==> config.mk <==
export PLATFORM = sky130hd
export DESIGN_NAME = seconds_to_calendar_date_unit
export DESIGN_NICKNAME = d
export VERILOG_FILES = /design/src/rtl/stcd_pkg.sv /design/src/rtl/seconds_to_calendar_date_unit.sv
export SDC_FILE = /design/constraint.sdc
export NUM_CORES = 2
export LEC_CHECK = 0
export ABC_AREA = 1
export ABC_CLOCK_PERIOD_IN_PS = 23400
export BUFFER_PORTS_ARGS = -buffer_cell sky130_fd_sc_hd__buf_2
export CAP_MARGIN = 20
export CORE_MARGIN = 5
export CORE_UTILIZATION = 55
export DETAILED_ROUTE_END_ITERATION = 6
export PLACE_DENSITY = 0.81
export SLEW_MARGIN = 15
export SYNTH_ARGS = -nofsm -noshare
export SYNTH_HDL_FRONTEND = slang
export SYNTH_SLANG_ARGS = --single-unit
==> constraint.sdc <==
create_clock -name clk -period 23.4 [get_ports clk]
set_input_delay 2.34 -clock clk [delete_from_list [all_inputs] [get_ports clk]]
set_output_delay 2.34 -clock clk [all_outputs]
set_load 0.03 [all_outputs]
==> src/rtl/stcd_pkg.sv <==
// Shared constants, types and a lookup function for the seconds-to-calendar-date unit
`default_nettype none

package stcd_pkg;

    typedef logic [3:0] month_t;
    typedef logic [2:0] wkey_t;

    localparam int unsigned STAGES = 18;

    localparam logic [0:0]  REG_EPOCH   = 1'b0;
    localparam logic [21:0] EPOCH_RESET = 22'd2451545;

    localparam logic [16:0] DAY_SECS    = 17'd86400;
    localparam logic [15:0] DAY_RECIP   = 16'd49710;
    localparam logic [22:0] JD_OFFSET   = 23'd32044;

    localparam logic [17:0] CENT_DAYS   = 18'd146097;
    localparam logic [7:0]  CENT_RECIP  = 8'd229;
    localparam logic [10:0] QUAD_DAYS   = 11'd1461;
    localparam logic [7:0]  QUAD_RECIP  = 8'd179;
    localparam logic [7:0]  MONTH_SPAN  = 8'd153;
    localparam logic [3:0]  MONTH_RECIP = 4'd13;
    localparam logic [7:0]  FIFTH_RECIP = 8'd205;

    localparam logic [11:0] HOUR_SECS   = 12'd3600;
    localparam logic [5:0]  HOUR_RECIP  = 6'd36;
    localparam logic [5:0]  MIN_SECS    = 6'd60;
    localparam logic [6:0]  MIN_RECIP   = 7'd68;

    localparam logic [12:0] YEAR_BIAS   = 13'd4800;
    localparam logic [6:0]  CENT_YEARS  = 7'd100;
    localparam logic [6:0]  YEAR_RECIP  = 7'd81;
    localparam logic [3:0]  DOZEN       = 4'd12;
    localparam logic [5:0]  DOZEN_RECIP = 6'd43;
    localparam logic [2:0]  WEEK_DAYS   = 3'd7;
    localparam logic [7:0]  WEEK_RECIP  = 8'd147;
    localparam logic [2:0]  LEAP_ADJ    = 3'd6;

    localparam month_t MONTH_JAN  = 4'd1;
    localparam month_t MONTH_FEB  = 4'd2;
    localparam month_t MONTH_MAR  = 4'd3;
    localparam month_t MONTH_APR  = 4'd4;
    localparam month_t MONTH_MAY  = 4'd5;
    localparam month_t MONTH_JUN  = 4'd6;
    localparam month_t MONTH_JUL  = 4'd7;
    localparam month_t MONTH_AUG  = 4'd8;
    localparam month_t MONTH_SEP  = 4'd9;
    localparam month_t MONTH_OCT  = 4'd10;
    localparam month_t MONTH_NOV  = 4'd11;
    localparam month_t MONTH_DEC  = 4'd12;
    localparam month_t MONTH_LATE = 4'd10;
    localparam month_t MONTH_SHIFT_UP   = 4'd3;
    localparam month_t MONTH_SHIFT_DOWN = 4'd9;

    function automatic wkey_t month_key(input month_t m);
        wkey_t k;
        case (m)
            MONTH_JAN: k = 3'd6;
            MONTH_FEB: k = 3'd2;
            MONTH_MAR: k = 3'd2;
            MONTH_APR: k = 3'd5;
            MONTH_MAY: k = 3'd0;
            MONTH_JUN: k = 3'd3;
            MONTH_JUL: k = 3'd5;
            MONTH_AUG: k = 3'd1;
            MONTH_SEP: k = 3'd4;
            MONTH_OCT: k = 3'd6;
            MONTH_NOV: k = 3'd2;
            MONTH_DEC: k = 3'd4;
            default:   k = 3'd6;
        endcase
        return k;
    endfunction

endpackage

`default_nettype wire

==> src/rtl/seconds_to_calendar_date_unit.sv <==
// Top level of the seconds-to-calendar-date unit: an 18-stage conversion pipeline
// Converts a 32-bit seconds count since a configurable epoch (given as a Julian day
// number, APB register at byte address 0) into Gregorian year, month, day, time of
// day and weekday. A request is taken every cycle while in_stall is low; its result is
// offered at the output once it has passed through every stage. Most divisions are by a
// constant: a reciprocal multiply gives a quotient estimate, the next stage forms the
// remainder and the stage after that applies a single correction step. The chain of
// day, century, four-year, month, two-digit-year and weekday steps, three stages each,
// sets the depth of 18 stages. When a finished result is stalled at the output the
// whole pipeline holds, so in_stall follows out_stall while out_valid is high. The
// weekday is correct for years 2000 to 2099.
`default_nettype none

module seconds_to_calendar_date_unit
(
    input  wire logic        clk,
    input  wire logic        rst_n,

    input  wire logic        psel,
    input  wire logic        penable,
    input  wire logic        pwrite,
    input  wire logic [2:0]  paddr,
    input  wire logic [31:0] pwdata,
    output logic      [31:0] prdata,
    output logic             pready,

    input  wire logic        in_valid,
    output logic             in_stall,
    input  wire logic [31:0] seconds_count,

    output logic             out_valid,
    input  wire logic        out_stall,
    output logic      [12:0] year,
    output logic      [3:0]  month,
    output logic      [4:0]  day_of_month,
    output logic      [4:0]  hour,
    output logic      [5:0]  minute,
    output logic      [5:0]  second,
    output logic      [2:0]  weekday
);

    localparam int unsigned LAST = stcd_pkg::STAGES - 1;

    logic [21:0]                    epoch_reg;
    logic [stcd_pkg::STAGES-1:0]    v_reg;
    logic                           advance;
    logic                           cfg_write;

    // Configuration port
    assign pready    = 1'b1;
    assign cfg_write = psel && penable && pwrite && (paddr[2] == stcd_pkg::REG_EPOCH);
    assign prdata    = (paddr[2] == stcd_pkg::REG_EPOCH) ? {10'd0, epoch_reg} : 32'd0;

    always_ff @(posedge clk or negedge rst_n)
    begin
        if (!rst_n)
        begin
            epoch_reg <= stcd_pkg::EPOCH_RESET;
        end
        else if (cfg_write)
        begin
            epoch_reg <= pwdata[21:0];
        end
    end

    // Pipeline control
    assign advance   = !(v_reg[LAST] && out_stall);
    assign in_stall  = !advance;
    assign out_valid = v_reg[LAST];

    always_ff @(posedge clk or negedge rst_n)
    begin
        if (!rst_n)
        begin
            v_reg <= '0;
        end
        else if (advance)
        begin
            v_reg <= {v_reg[LAST-1:0], in_valid};
        end
    end

    // Stage 1: whole-day quotient estimate
    logic [31:0] s1_secs_reg;
    logic [15:0] s1_dq_reg, s1_dq_next;
    logic [47:0] day_prod;
    assign day_prod   = 48'(seconds_count) * 48'(stcd_pkg::DAY_RECIP);
    assign s1_dq_next = day_prod[47:32];

    // Stage 2: day remainder
    logic [15:0] s2_dq_reg;
    logic [17:0] s2_dr_reg, s2_dr_next;
    logic [32:0] dq_mul;
    assign dq_mul     = 33'(s1_dq_reg) * 33'(stcd_pkg::DAY_SECS);
    assign s2_dr_next = s1_secs_reg[17:0] - dq_mul[17:0];

    // Stage 3: correct days, form Julian day number and time of day
    logic [22:0] s3_jd_reg, s3_jd_next;
    logic [16:0] s3_tod_reg, s3_tod_next;
    logic        dr_wrap;
    logic [15:0] days;
    logic [17:0] dr_fix;
    assign dr_wrap     = (s2_dr_reg >= 18'(stcd_pkg::DAY_SECS));
    assign days        = s2_dq_reg + 16'(dr_wrap);
    assign dr_fix      = dr_wrap ? (s2_dr_reg - 18'(stcd_pkg::DAY_SECS)) : s2_dr_reg;
    assign s3_tod_next = dr_fix[16:0];
    assign s3_jd_next  = 23'(days) + stcd_pkg::JD_OFFSET + 23'(epoch_reg);

    // Stage 4: 400-year and hour quotient estimates
    logic [22:0] s4_jd_reg;
    logic [6:0]  s4_cq_reg, s4_cq_next;
    logic [16:0] s4_tod_reg;
    logic [4:0]  s4_hq_reg, s4_hq_next;
    logic [32:0] cent_prod;
    logic [22:0] hq_prod;
    assign cent_prod  = 33'({s3_jd_reg, 2'b11}) * 33'(stcd_pkg::CENT_RECIP);
    assign s4_cq_next = cent_prod[31:25];
    assign hq_prod    = 23'(s3_tod_reg) * 23'(stcd_pkg::HOUR_RECIP);
    assign s4_hq_next = hq_prod[21:17];

    // Stage 5: 400-year and hour remainders
    logic [6:0]  s5_cq_reg;
    logic [18:0] s5_cr_reg, s5_cr_next;
    logic [4:0]  s5_hq_reg;
    logic [12:0] s5_hr_reg, s5_hr_next;
    logic [24:0] cq_mul;
    logic [16:0] hq_mul;
    assign cq_mul     = 25'(s4_cq_reg) * 25'(stcd_pkg::CENT_DAYS);
    assign s5_cr_next = {s4_jd_reg[16:0], 2'b11} - cq_mul[18:0];
    assign hq_mul     = 17'(s4_hq_reg) * 17'(stcd_pkg::HOUR_SECS);
    assign s5_hr_next = s4_tod_reg[12:0] - hq_mul[12:0];

    // Stage 6: correct century and hour
    logic [6:0]  s6_cent_reg, s6_cent_next;
    logic [15:0] s6_rem_reg, s6_rem_next;
    logic [4:0]  s6_hour_reg, s6_hour_next;
    logic [11:0] s6_rm_reg, s6_rm_next;
    logic        cr_wrap, hr_wrap;
    logic [18:0] cr_fix;
    logic [12:0] hr_fix;
    assign cr_wrap      = (s5_cr_reg >= 19'(stcd_pkg::CENT_DAYS));
    assign s6_cent_next = s5_cq_reg + 7'(cr_wrap);
    assign cr_fix       = cr_wrap ? (s5_cr_reg - 19'(stcd_pkg::CENT_DAYS)) : s5_cr_reg;
    assign s6_rem_next  = cr_fix[17:2];
    assign hr_wrap      = (s5_hr_reg >= 13'(stcd_pkg::HOUR_SECS));
    assign s6_hour_next = s5_hq_reg + 5'(hr_wrap);
    assign hr_fix       = hr_wrap ? (s5_hr_reg - 13'(stcd_pkg::HOUR_SECS)) : s5_hr_reg;
    assign s6_rm_next   = hr_fix[11:0];

    // Stage 7: 4-year and minute quotient estimates
    logic [6:0]  s7_cent_reg;
    logic [15:0] s7_rem_reg;
    logic [6:0]  s7_yq_reg, s7_yq_next;
    logic [4:0]  s7_hour_reg;
    logic [11:0] s7_rm_reg;
    logic [5:0]  s7_mq_reg, s7_mq_next;
    logic [25:0] yq_prod;
    logic [18:0] mq_prod;
    assign yq_prod    = 26'({s6_rem_reg, 2'b11}) * 26'(stcd_pkg::QUAD_RECIP);
    assign s7_yq_next = yq_prod[24:18];
    assign mq_prod    = 19'(s6_rm_reg) * 19'(stcd_pkg::MIN_RECIP);
    assign s7_mq_next = mq_prod[17:12];

    // Stage 8: 4-year and minute remainders
    logic [6:0]  s8_cent_reg;
    logic [6:0]  s8_yq_reg;
    logic [11:0] s8_yr_reg, s8_yr_next;
    logic [4:0]  s8_hour_reg;
    logic [5:0]  s8_mq_reg;
    logic [6:0]  s8_mr_reg, s8_mr_next;
    logic [17:0] yq_mul;
    logic [11:0] mq_mul;
    assign yq_mul     = 18'(s7_yq_reg) * 18'(stcd_pkg::QUAD_DAYS);
    assign s8_yr_next = {s7_rem_reg[9:0], 2'b11} - yq_mul[11:0];
    assign mq_mul     = 12'(s7_mq_reg) * 12'(stcd_pkg::MIN_SECS);
    assign s8_mr_next = s7_rm_reg[6:0] - mq_mul[6:0];

    // Stage 9: correct year in cycle, minute and second
    logic [6:0]  s9_cent_reg;
    logic [6:0]  s9_yic_reg, s9_yic_next;
    logic [8:0]  s9_rem2_reg, s9_rem2_next;
    logic [4:0]  s9_hour_reg;
    logic [5:0]  s9_minute_reg, s9_minute_next;
    logic [5:0]  s9_second_reg, s9_second_next;
    logic        yr_wrap, mr_wrap;
    logic [11:0] yr_fix;
    logic [6:0]  mr_fix;
    assign yr_wrap        = (s8_yr_reg >= 12'(stcd_pkg::QUAD_DAYS));
    assign s9_yic_next    = s8_yq_reg + 7'(yr_wrap);
    assign yr_fix         = yr_wrap ? (s8_yr_reg - 12'(stcd_pkg::QUAD_DAYS)) : s8_yr_reg;
    assign s9_rem2_next   = yr_fix[10:2];
    assign mr_wrap        = (s8_mr_reg >= 7'(stcd_pkg::MIN_SECS));
    assign s9_minute_next = s8_mq_reg + 6'(mr_wrap);
    assign mr_fix         = mr_wrap ? (s8_mr_reg - 7'(stcd_pkg::MIN_SECS)) : s8_mr_reg;
    assign s9_second_next = mr_fix[5:0];

    // Stage 10: month quotient estimate
    logic [6:0]  s10_cent_reg;
    logic [6:0]  s10_yic_reg;
    logic [10:0] s10_t3_reg, s10_t3_next;
    logic [3:0]  s10_mmq_reg, s10_mmq_next;
    logic [4:0]  s10_hour_reg;
    logic [5:0]  s10_minute_reg;
    logic [5:0]  s10_second_reg;
    logic [14:0] mmq_prod;
    assign s10_t3_next  = {s9_rem2_reg[8:0], 2'b00} + 11'(s9_rem2_reg) + 11'd2;
    assign mmq_prod     = 15'(s10_t3_next) * 15'(stcd_pkg::MONTH_RECIP);
    assign s10_mmq_next = mmq_prod[14:11];

    // Stage 11: month remainder
    logic [6:0]  s11_cent_reg;
    logic [6:0]  s11_yic_reg;
    logic [3:0]  s11_mmq_reg;
    logic [8:0]  s11_mmr_reg, s11_mmr_next;
    logic [4:0]  s11_hour_reg;
    logic [5:0]  s11_minute_reg;
    logic [5:0]  s11_second_reg;
    logic [11:0] mmq_mul;
    assign mmq_mul      = 12'(s10_mmq_reg) * 12'(stcd_pkg::MONTH_SPAN);
    assign s11_mmr_next = s10_t3_reg[8:0] - mmq_mul[8:0];

    // Stage 12: calendar year, month and day
    logic [12:0]           s12_year_reg, s12_year_next;
    stcd_pkg::month_t      s12_month_reg, s12_month_next;
    logic [4:0]            s12_day_reg, s12_day_next;
    logic [4:0]            s12_hour_reg;
    logic [5:0]            s12_minute_reg;
    logic [5:0]            s12_second_reg;
    logic                  mmr_wrap, late;
    logic [3:0]            mm;
    logic [8:0]            mmr_fix;
    logic [15:0]           day_prod5;
    logic [13:0]           cent_years;
    assign mmr_wrap       = (s11_mmr_reg >= 9'(stcd_pkg::MONTH_SPAN));
    assign mm             = s11_mmq_reg + 4'(mmr_wrap);
    assign mmr_fix        = mmr_wrap ? (s11_mmr_reg - 9'(stcd_pkg::MONTH_SPAN)) : s11_mmr_reg;
    assign late           = (mm >= stcd_pkg::MONTH_LATE);
    assign s12_month_next = late ? (mm - stcd_pkg::MONTH_SHIFT_DOWN)
                                 : (mm + stcd_pkg::MONTH_SHIFT_UP);
    assign cent_years     = 14'(s11_cent_reg) * 14'(stcd_pkg::CENT_YEARS);
    assign s12_year_next  = cent_years[12:0] + 13'(s11_yic_reg) + 13'(late)
                            - stcd_pkg::YEAR_BIAS;
    assign day_prod5      = 16'(mmr_fix[7:0]) * 16'(stcd_pkg::FIFTH_RECIP);
    assign s12_day_next   = day_prod5[14:10] + 5'd1;

    // Stage 13: century-of-year quotient estimate
    logic [12:0]           s13_year_reg;
    logic [6:0]            s13_y2q_reg, s13_y2q_next;
    stcd_pkg::month_t      s13_month_reg;
    logic [4:0]            s13_day_reg;
    logic [4:0]            s13_hour_reg;
    logic [5:0]            s13_minute_reg;
    logic [5:0]            s13_second_reg;
    logic [19:0]           y2_prod;
    assign y2_prod      = 20'(s12_year_reg) * 20'(stcd_pkg::YEAR_RECIP);
    assign s13_y2q_next = y2_prod[19:13];

    // Stage 14: two-digit year remainder
    logic [12:0]           s14_year_reg;
    logic [7:0]            s14_yr2_reg, s14_yr2_next;
    stcd_pkg::month_t      s14_month_reg;
    logic [4:0]            s14_day_reg;
    logic [4:0]            s14_hour_reg;
    logic [5:0]            s14_minute_reg;
    logic [5:0]            s14_second_reg;
    logic [13:0]           y2q_mul;
    assign y2q_mul      = 14'(s13_y2q_reg) * 14'(stcd_pkg::CENT_YEARS);
    assign s14_yr2_next = s13_year_reg[7:0] - y2q_mul[7:0];

    // Stage 15: two-digit year and its dozens
    logic [12:0]           s15_year_reg;
    logic [6:0]            s15_y2_reg, s15_y2_next;
    logic [3:0]            s15_q12_reg, s15_q12_next;
    stcd_pkg::month_t      s15_month_reg;
    logic [4:0]            s15_day_reg;
    logic [4:0]            s15_hour_reg;
    logic [5:0]            s15_minute_reg;
    logic [5:0]            s15_second_reg;
    logic                  yr2_wrap;
    logic [7:0]            yr2_fix;
    logic [12:0]           q12_prod;
    assign yr2_wrap     = (s14_yr2_reg >= 8'(stcd_pkg::CENT_YEARS));
    assign yr2_fix      = yr2_wrap ? (s14_yr2_reg - 8'(stcd_pkg::CENT_YEARS)) : s14_yr2_reg;
    assign s15_y2_next  = yr2_fix[6:0];
    assign q12_prod     = 13'(s15_y2_next) * 13'(stcd_pkg::DOZEN_RECIP);
    assign s15_q12_next = q12_prod[12:9];

    // Stage 16: weekday sum
    logic [12:0]           s16_year_reg;
    logic [6:0]            s16_sum_reg, s16_sum_next;
    stcd_pkg::month_t      s16_month_reg;
    logic [4:0]            s16_day_reg;
    logic [4:0]            s16_hour_reg;
    logic [5:0]            s16_minute_reg;
    logic [5:0]            s16_second_reg;
    logic [7:0]            q12_mul;
    logic [3:0]            m12;
    logic                  leap_early;

    always_comb
    begin
        q12_mul    = 8'(s15_q12_reg) * 8'(stcd_pkg::DOZEN);
        m12        = s15_y2_reg[3:0] - q12_mul[3:0];
        leap_early = (s15_y2_reg[1:0] == 2'b00)
                     && (s15_month_reg inside {stcd_pkg::MONTH_JAN, stcd_pkg::MONTH_FEB});
        s16_sum_next = 7'(s15_q12_reg) + 7'(m12) + 7'(m12[3:2])
                       + 7'(stcd_pkg::month_key(s15_month_reg))
                       + (leap_early ? 7'(stcd_pkg::LEAP_ADJ) : 7'd0)
                       + 7'(s15_day_reg);
    end

    // Stage 17: week quotient
    logic [12:0]           s17_year_reg;
    logic [6:0]            s17_sum_reg;
    logic [3:0]            s17_q7_reg, s17_q7_next;
    stcd_pkg::month_t      s17_month_reg;
    logic [4:0]            s17_day_reg;
    logic [4:0]            s17_hour_reg;
    logic [5:0]            s17_minute_reg;
    logic [5:0]            s17_second_reg;
    logic [14:0]           q7_prod;
    assign q7_prod     = 15'(s16_sum_reg) * 15'(stcd_pkg::WEEK_RECIP);
    assign s17_q7_next = q7_prod[13:10];

    // Stage 18: weekday and output register
    logic [12:0]           year_reg;
    stcd_pkg::month_t      month_reg;
    logic [4:0]            day_reg;
    logic [4:0]            hour_reg;
    logic [5:0]            minute_reg;
    logic [5:0]            second_reg;
    logic [2:0]            weekday_reg, weekday_next;
    logic [6:0]            q7_mul;
    logic [6:0]            wk_rem;
    assign q7_mul       = 7'(s17_q7_reg) * 7'(stcd_pkg::WEEK_DAYS);
    assign wk_rem       = s17_sum_reg - q7_mul;
    assign weekday_next = wk_rem[2:0];

    always_ff @(posedge clk)
    begin
        if (advance)
        begin
            s1_secs_reg    <= seconds_count;
            s1_dq_reg      <= s1_dq_next;

            s2_dq_reg      <= s1_dq_reg;
            s2_dr_reg      <= s2_dr_next;

            s3_jd_reg      <= s3_jd_next;
            s3_tod_reg     <= s3_tod_next;

            s4_jd_reg      <= s3_jd_reg;
            s4_cq_reg      <= s4_cq_next;
            s4_tod_reg     <= s3_tod_reg;
            s4_hq_reg      <= s4_hq_next;

            s5_cq_reg      <= s4_cq_reg;
            s5_cr_reg      <= s5_cr_next;
            s5_hq_reg      <= s4_hq_reg;
            s5_hr_reg      <= s5_hr_next;

            s6_cent_reg    <= s6_cent_next;
            s6_rem_reg     <= s6_rem_next;
            s6_hour_reg    <= s6_hour_next;
            s6_rm_reg      <= s6_rm_next;

            s7_cent_reg    <= s6_cent_reg;
            s7_rem_reg     <= s6_rem_reg;
            s7_yq_reg      <= s7_yq_next;
            s7_hour_reg    <= s6_hour_reg;
            s7_rm_reg      <= s6_rm_reg;
            s7_mq_reg      <= s7_mq_next;

            s8_cent_reg    <= s7_cent_reg;
            s8_yq_reg      <= s7_yq_reg;
            s8_yr_reg      <= s8_yr_next;
            s8_hour_reg    <= s7_hour_reg;
            s8_mq_reg      <= s7_mq_reg;
            s8_mr_reg      <= s8_mr_next;

            s9_cent_reg    <= s8_cent_reg;
            s9_yic_reg     <= s9_yic_next;
            s9_rem2_reg    <= s9_rem2_next;
            s9_hour_reg    <= s8_hour_reg;
            s9_minute_reg  <= s9_minute_next;
            s9_second_reg  <= s9_second_next;

            s10_cent_reg   <= s9_cent_reg;
            s10_yic_reg    <= s9_yic_reg;
            s10_t3_reg     <= s10_t3_next;
            s10_mmq_reg    <= s10_mmq_next;
            s10_hour_reg   <= s9_hour_reg;
            s10_minute_reg <= s9_minute_reg;
            s10_second_reg <= s9_second_reg;

            s11_cent_reg   <= s10_cent_reg;
            s11_yic_reg    <= s10_yic_reg;
            s11_mmq_reg    <= s10_mmq_reg;
            s11_mmr_reg    <= s11_mmr_next;
            s11_hour_reg   <= s10_hour_reg;
            s11_minute_reg <= s10_minute_reg;
            s11_second_reg <= s10_second_reg;

            s12_year_reg   <= s12_year_next;
            s12_month_reg  <= s12_month_next;
            s12_day_reg    <= s12_day_next;
            s12_hour_reg   <= s11_hour_reg;
            s12_minute_reg <= s11_minute_reg;
            s12_second_reg <= s11_second_reg;

            s13_year_reg   <= s12_year_reg;
            s13_y2q_reg    <= s13_y2q_next;
            s13_month_reg  <= s12_month_reg;
            s13_day_reg    <= s12_day_reg;
            s13_hour_reg   <= s12_hour_reg;
            s13_minute_reg <= s12_minute_reg;
            s13_second_reg <= s12_second_reg;

            s14_year_reg   <= s13_year_reg;
            s14_yr2_reg    <= s14_yr2_next;
            s14_month_reg  <= s13_month_reg;
            s14_day_reg    <= s13_day_reg;
            s14_hour_reg   <= s13_hour_reg;
            s14_minute_reg <= s13_minute_reg;
            s14_second_reg <= s13_second_reg;

            s15_year_reg   <= s14_year_reg;
            s15_y2_reg     <= s15_y2_next;
            s15_q12_reg    <= s15_q12_next;
            s15_month_reg  <= s14_month_reg;
            s15_day_reg    <= s14_day_reg;
            s15_hour_reg   <= s14_hour_reg;
            s15_minute_reg <= s14_minute_reg;
            s15_second_reg <= s14_second_reg;

            s16_year_reg   <= s15_year_reg;
            s16_sum_reg    <= s16_sum_next;
            s16_month_reg  <= s15_month_reg;
            s16_day_reg    <= s15_day_reg;
            s16_hour_reg   <= s15_hour_reg;
            s16_minute_reg <= s15_minute_reg;
            s16_second_reg <= s15_second_reg;

            s17_year_reg   <= s16_year_reg;
            s17_sum_reg    <= s16_sum_reg;
            s17_q7_reg     <= s17_q7_next;
            s17_month_reg  <= s16_month_reg;
            s17_day_reg    <= s16_day_reg;
            s17_hour_reg   <= s16_hour_reg;
            s17_minute_reg <= s16_minute_reg;
            s17_second_reg <= s16_second_reg;

            year_reg       <= s17_year_reg;
            month_reg      <= s17_month_reg;
            day_reg        <= s17_day_reg;
            hour_reg       <= s17_hour_reg;
            minute_reg     <= s17_minute_reg;
            second_reg     <= s17_second_reg;
            weekday_reg    <= weekday_next;
        end
    end

    assign year         = year_reg;
    assign month        = month_reg;
    assign day_of_month = day_reg;
    assign hour         = hour_reg;
    assign minute       = minute_reg;
    assign second       = second_reg;
    assign weekday      = weekday_reg;

endmodule

`default_nettype wire

[Word-level counts from Yosys, hierarchy flattened]
Memory sizes are Yosys's and may differ from the RTL's. A register that Yosys moved wholly into a read port is not among the register bits.
Cells that the tools add are included.
Word-level totals
  memories kept: 1
  ROM bits: 48
  output and inout port bits: 77
  register bits: 801
Memories
  (name not given): words 16, bits a word 3, rd ports 1, clocked after Yosys merged registers in 1, wr ports 0, line stcd_pkg.sv:58  | case (m)
Cells by class
  add/subtract/negate cells: 37
  reductions and logical operators: 7
  magnitude comparators: 8
  equality and inequality tests: 2
  multiplexer cells: 11
  $mul: 20
  bitwise gates (word level): 1
Operators with widths (number)
  $mul A32 B15 Y47 const B: 1
  $mul A25 B8 Y32 const B: 1
  $mul A18 B8 Y25 const B: 1
  $add A17 B22 Y23: 1
  $mux W22: 1
  $mul A13 B7 Y20 const B: 1
  $mul A17 B4 Y20 const B: 1
  $ge A19 B18 Y1 const B: 1
  $mul A7 B18 Y19 const B: 1
  $sub A19 B19 Y19: 1
  $ge A18 B17 Y1 const B: 1
  $mux W18: 1
  $sub A18 B18 Y18: 1
  $sub A18 B18 Y18 const B: 1
  $add A16 B15 Y17 const B: 1
  $mux W17: 1
  $sub A17 B17 Y17 const B: 1
  $add A16 B1 Y16: 1
  $mul A12 B5 Y16 const B: 1
  $mul A16 B10 Y11 const B: 1
  $mul A11 B4 Y15 const B: 1
  $mul A8 B8 Y15 const B: 1
  $add A7 B1 Y7: 2
  $mul A7 B8 Y14 const B: 1
  other kinds (56): 61

[Depth between registers and ports, before layout]
  depth in word-level cells: 7
  mapped depth: 32
  depth with buffers taken out: 31

[Worst setup path after synthesis]
Ideal clock, no wire load.
  path kind: input port to flip-flop
  start point: input out_stall
  end point: register v_reg[10] (netlist bit)
  setup time: 1.031 ns
  arrival: 23.495 ns
  slack: -1.127 ns
  stages on the path: 3
  cell sequence: nand2_1 clkbuf_1 o21ai_0
Between the ends
  cells in the longest elaborated chain, start to end: 1
Ends and longest elaborated chain
  start: declaration: line seconds_to_calendar_date_unit.sv:32  | input wire logic out_stall,
  $logic_and A1 B1 Y1: line seconds_to_calendar_date_unit.sv:67  | assign advance = !(v_reg[LAST] && out_stall);
  end signal: assignment: line seconds_to_calendar_date_unit.sv:79  | v_reg <= {v_reg[LAST-1:0], in_valid};
  end: declaration: line seconds_to_calendar_date_unit.sv:45  | logic [stcd_pkg::STAGES-1:0] v_reg;
Every way passes these cells.
A chain may end at the register's enable or synchronous reset.

[Worst setup path in the final report]
  start point: input seconds_count[29]
  end point: register s1_dq_reg[13] (data pin)
Between the ends
  cells in the longest elaborated chain, start to end: 1
Ends and longest elaborated chain
  start: declaration: line seconds_to_calendar_date_unit.sv:29  | input wire logic [31:0] seconds_count,
  $mul A32 B15 Y47: line seconds_to_calendar_date_unit.sv:87  | assign day_prod = 48'(seconds_count) * 48'(stcd_pkg::DAY_RECIP);
  net day_prod[45]: line seconds_to_calendar_date_unit.sv:86  | logic [47:0] day_prod;
  end signal: assignment: line seconds_to_calendar_date_unit.sv:344  | s1_dq_reg <= s1_dq_next;
  end: declaration: line seconds_to_calendar_date_unit.sv:85  | logic [15:0] s1_dq_reg, s1_dq_next;
The timed path passes the listed nets, and every way through them passes these cells.

==> impl_results.md <==
* Status: complete, no violations
* Fin crit share at 0.302
* Critical Path Stages at 22
* Crit path kind: in2reg
* Post-CTS Repair Setup Buffers at 0
* CTS tree: done
* Main synth FF type: edfxtp_1
* Worst endpoint data arrival time at roughly 7.4 ns
* Reg2reg start: s11_mmr_reg[0]$_DFFE_PN_
* Tightest Pin Transition at between 1 and 1.5 ns
* Max_slew headroom at 0.296
* Number of global-route vias before repair at about 34,000
* RSZ-0062 raised after global routing: false
* Worst Setup SP: seconds_count[29]
* GRT Resource Usage Total at 0.171
* Largest area contributor in the netlist: edfxtp_1
* Fin. max-slew vios at 0
* Maximum clock rate at 0.142 GHz
* RePlAce Congestion at about 0.9
* Avg Inst Size Synth at roughly 12 um^2
* Wire length per cell at ~15 um
* Yosys warnings at 0
* Largest net degree at the start of global routing at ~220
* Buf/Inv on CP at 7
* Crit path time final at a little over 7 ns
* CP peak stage delay at 0.57 ns
* Maximum clock path buffer count at 3
* Worst endpoint required time at ~24 ns
* Top cell type's share of synthesized area at 0.417
* Die W at ~320 um
* Nature of the critical path endpoint: flip-flop
* Post-CTS sizing at 0
* Synth Cell Area at between 50,000 and 60,000 um^2
* Starting Density at 0.554
* TritonRoute pass-1 iters at 5
* Final ANT Viol Nets at 0
* Hold Buf Count CTS at 0
* Synth area leaders: edfxtp_1 (42%), ha_1 (20%), fa_1 (13%), inv_1 (6.4%), xor2_1 (3.3%)
* Sequential element share of the synthesized area at 0.436
* Via density at 5.20
* Critical path's slowest cell: fa_1
* Synth Instances at ~4,600
* Crit-path most repeated cell: inv_1
* HP Start: s14_minute_reg[3]$_DFFE_PN_
* Layout cell share with drive strength beyond 1 at 0.0661
* Initial DRC count at between 1,500 and 2,000
* CTS clock-pin slew for the worst setup and hold paths at approximately 0.06 ns
* Nets at between 6,000 and 7,000
* # diodes at 0
* Hold path cells at 0
* Max FFs per register at 23
* Final-layout fill cell count at ~7,500
* Post-synth EDFFs at roughly 760
* Die area at around 110,000 um^2
* CP startpoint kind: primary input
* Cell chain of the critical path: buf_2 -> inv_1 -> fa_1 -> inv_1 -> ha_1 -> ha_1 -> fa_1 -> fa_1 -> inv_1 -> fa_1 -> inv_1 -> ha_1 -> nand2_1 -> nor2_1 -> inv_1 -> nor2_1 -> inv_1 -> nor4_1 -> o21ai_0 -> nand3_1 -> a21oi_1 -> xor2_1
* Clk root buf: clkbuf_16
* Skew final at between 0.03 and 0.04 ns
* Hold Crit Class: reg2reg
* Setup_tns at 0 ns
* Final cell count without fillers at 6,192
* Final count of hold timing violations at 0
* PortBufs at 127
* CP delay by family, top: adder cells
* Area post-placement at about 57,000 um^2
* Count of different cell masters after synthesis at slightly below 60
* Post-synth ARST share at 0.0501
* Site Rows at between 100 and 150
* Placed insts at slightly above 6,000
* Final setup viols at 0
* H-tree depth at 3
* Total wire length at 90,000 um
* Flops & latches, synth at around 800
* Die H at roughly 320 um
* Clk sinks at approximately 800
* Core area at between 90,000 and 100,000 um^2
* Final instance area at 59,500 um^2
* Via Count at roughly 32,000
* Grt total ovfl at 0
* Area Growth Syn to Fin at 9.26%
* Clock Latency Late Sink at roughly 0.63 ns
* R2R depth at 30
* DP HPWL at just under 70,000 um
* Max cap viols at 0
* Initial antenna violation count at 1
* Detailed-route DRC error count at 0
* Global-route wire length before repair at about 150,000 um
* TritonCTS buffer count at a little over 80
* Io pins at 151
* CP Max Fanout at 6
## final timing paths
path / end / slack, ns
max: s1_dq_reg[13]$_DFFE_PN_ / 16.33
min: s15_minute_reg[3]$_DFFE_PN_ / 0.41
max reg2reg: s12_day_reg[4]$_DFFE_PN_ / 17.81
min reg2reg: s15_minute_reg[3]$_DFFE_PN_ / 0.41
max in group asynchronous: epoch_reg[15]$_DFFE_PN0P_ / 21.00
min in group asynchronous: v_reg[15]$_DFFE_PN0N_ / 1.83
## metrics by stage
| step | util | setup slack (ns) | hold slack (ns) |
|---|---|---|---|
| floorplan | - | 10.50 | 0.400 |
| global placement | 0.576 | 15.77 | 0.400 |
| detailed placement | 0.576 | 15.66 | 0.405 |
| CTS | 0.605 | 16.37 | 0.412 |
| global route | 0.605 | 16.06 | 0.416 |
| finish | 0.605 | 16.33 | 0.410 |
## cells in the final DEF (no fill, tap or decap), drive strengths merged, types with 5 or more instances in the layout
cell type / instances
clkbuf: 95
nor2: 223
fa: 355
buf: 137
o21ai: 157
a21o: 17
or2: 9
nand2: 423
a211oi: 5
edfxtp: 755
nor3: 24
dfrtp: 30
nor4: 14
xor2: 203
o211ai: 13
nand4: 29
nand3: 105
o31ai: 5
nand3b: 5
ha: 855
clkinvlp: 6
clkinv: 35
bufinv: 11
inv: 932
conb: 11
o21bai: 25
a31oi: 18
a21oi: 261
xnor2: 100
dfstp: 10
and3: 5
## kinds of logic (layout without fill, tap and decap cells)
family                     after synthesis  count (layout)  synth area share
other                                    2              11          0.000138
DFF                                    798             798             0.436
muxes                                    3               3          0.000621
adders and majority gates             1210            1210             0.327
AOI/OAI and AO/OA                      523             523            0.0536
buffers and inverters                  954            1216            0.0671
xor gates and xnor gates               303             303            0.0488
and+or+nand+nor                        841             841            0.0662
## synth_stat cells, drive strengths merged, types with 3 or more instances
cell type / instances
o2111ai: 4
a21oi: 261
a21o: 17
clkbuf: 10
dfrtp: 30
fa: 355
nand3b: 5
o31ai: 5
nor2: 223
a31oi: 18
or2: 9
buf: 16
dfxtp: 3
a211oi: 5
nor4: 14
o21ai: 157
nand2: 423
nor3: 24
xor2: 203
o21bai: 25
o211ai: 13
ha: 855
xnor2: 100
nand3: 105
dfstp: 10
nand4: 29
edfxtp: 755
a21boi: 4
mux2: 3
nor3b: 3
and3: 5
inv: 928
## final cells by class
cell class / count / area [um^2] / share of cell area
inverter: 928 / 3480 / 0.0586
timing repair buffer: 137 / 723 / 0.0122
clock inverter: 56 / 671 / 0.0113
sequential: 798 / 23700 / 0.399
clock buffer: 95 / 2160 / 0.0364
tap: 1287 / 1610 / 0.0271
multi-input combinational: 2891 / 27100 / 0.455
## routing by layer
layer,vias to the layer above,wire length [um],GRT usage
li1,15900,-,-
met1,15500,38300,0.210
met2,543,46000,0.314
met3,189,3200,0.0245
met4,0,2550,0.0532
met5,-,0,0
Power is left out: the tool's default activity adds up to more than one toggle a clock period on the data nets, which glitch-free logic cannot reach.
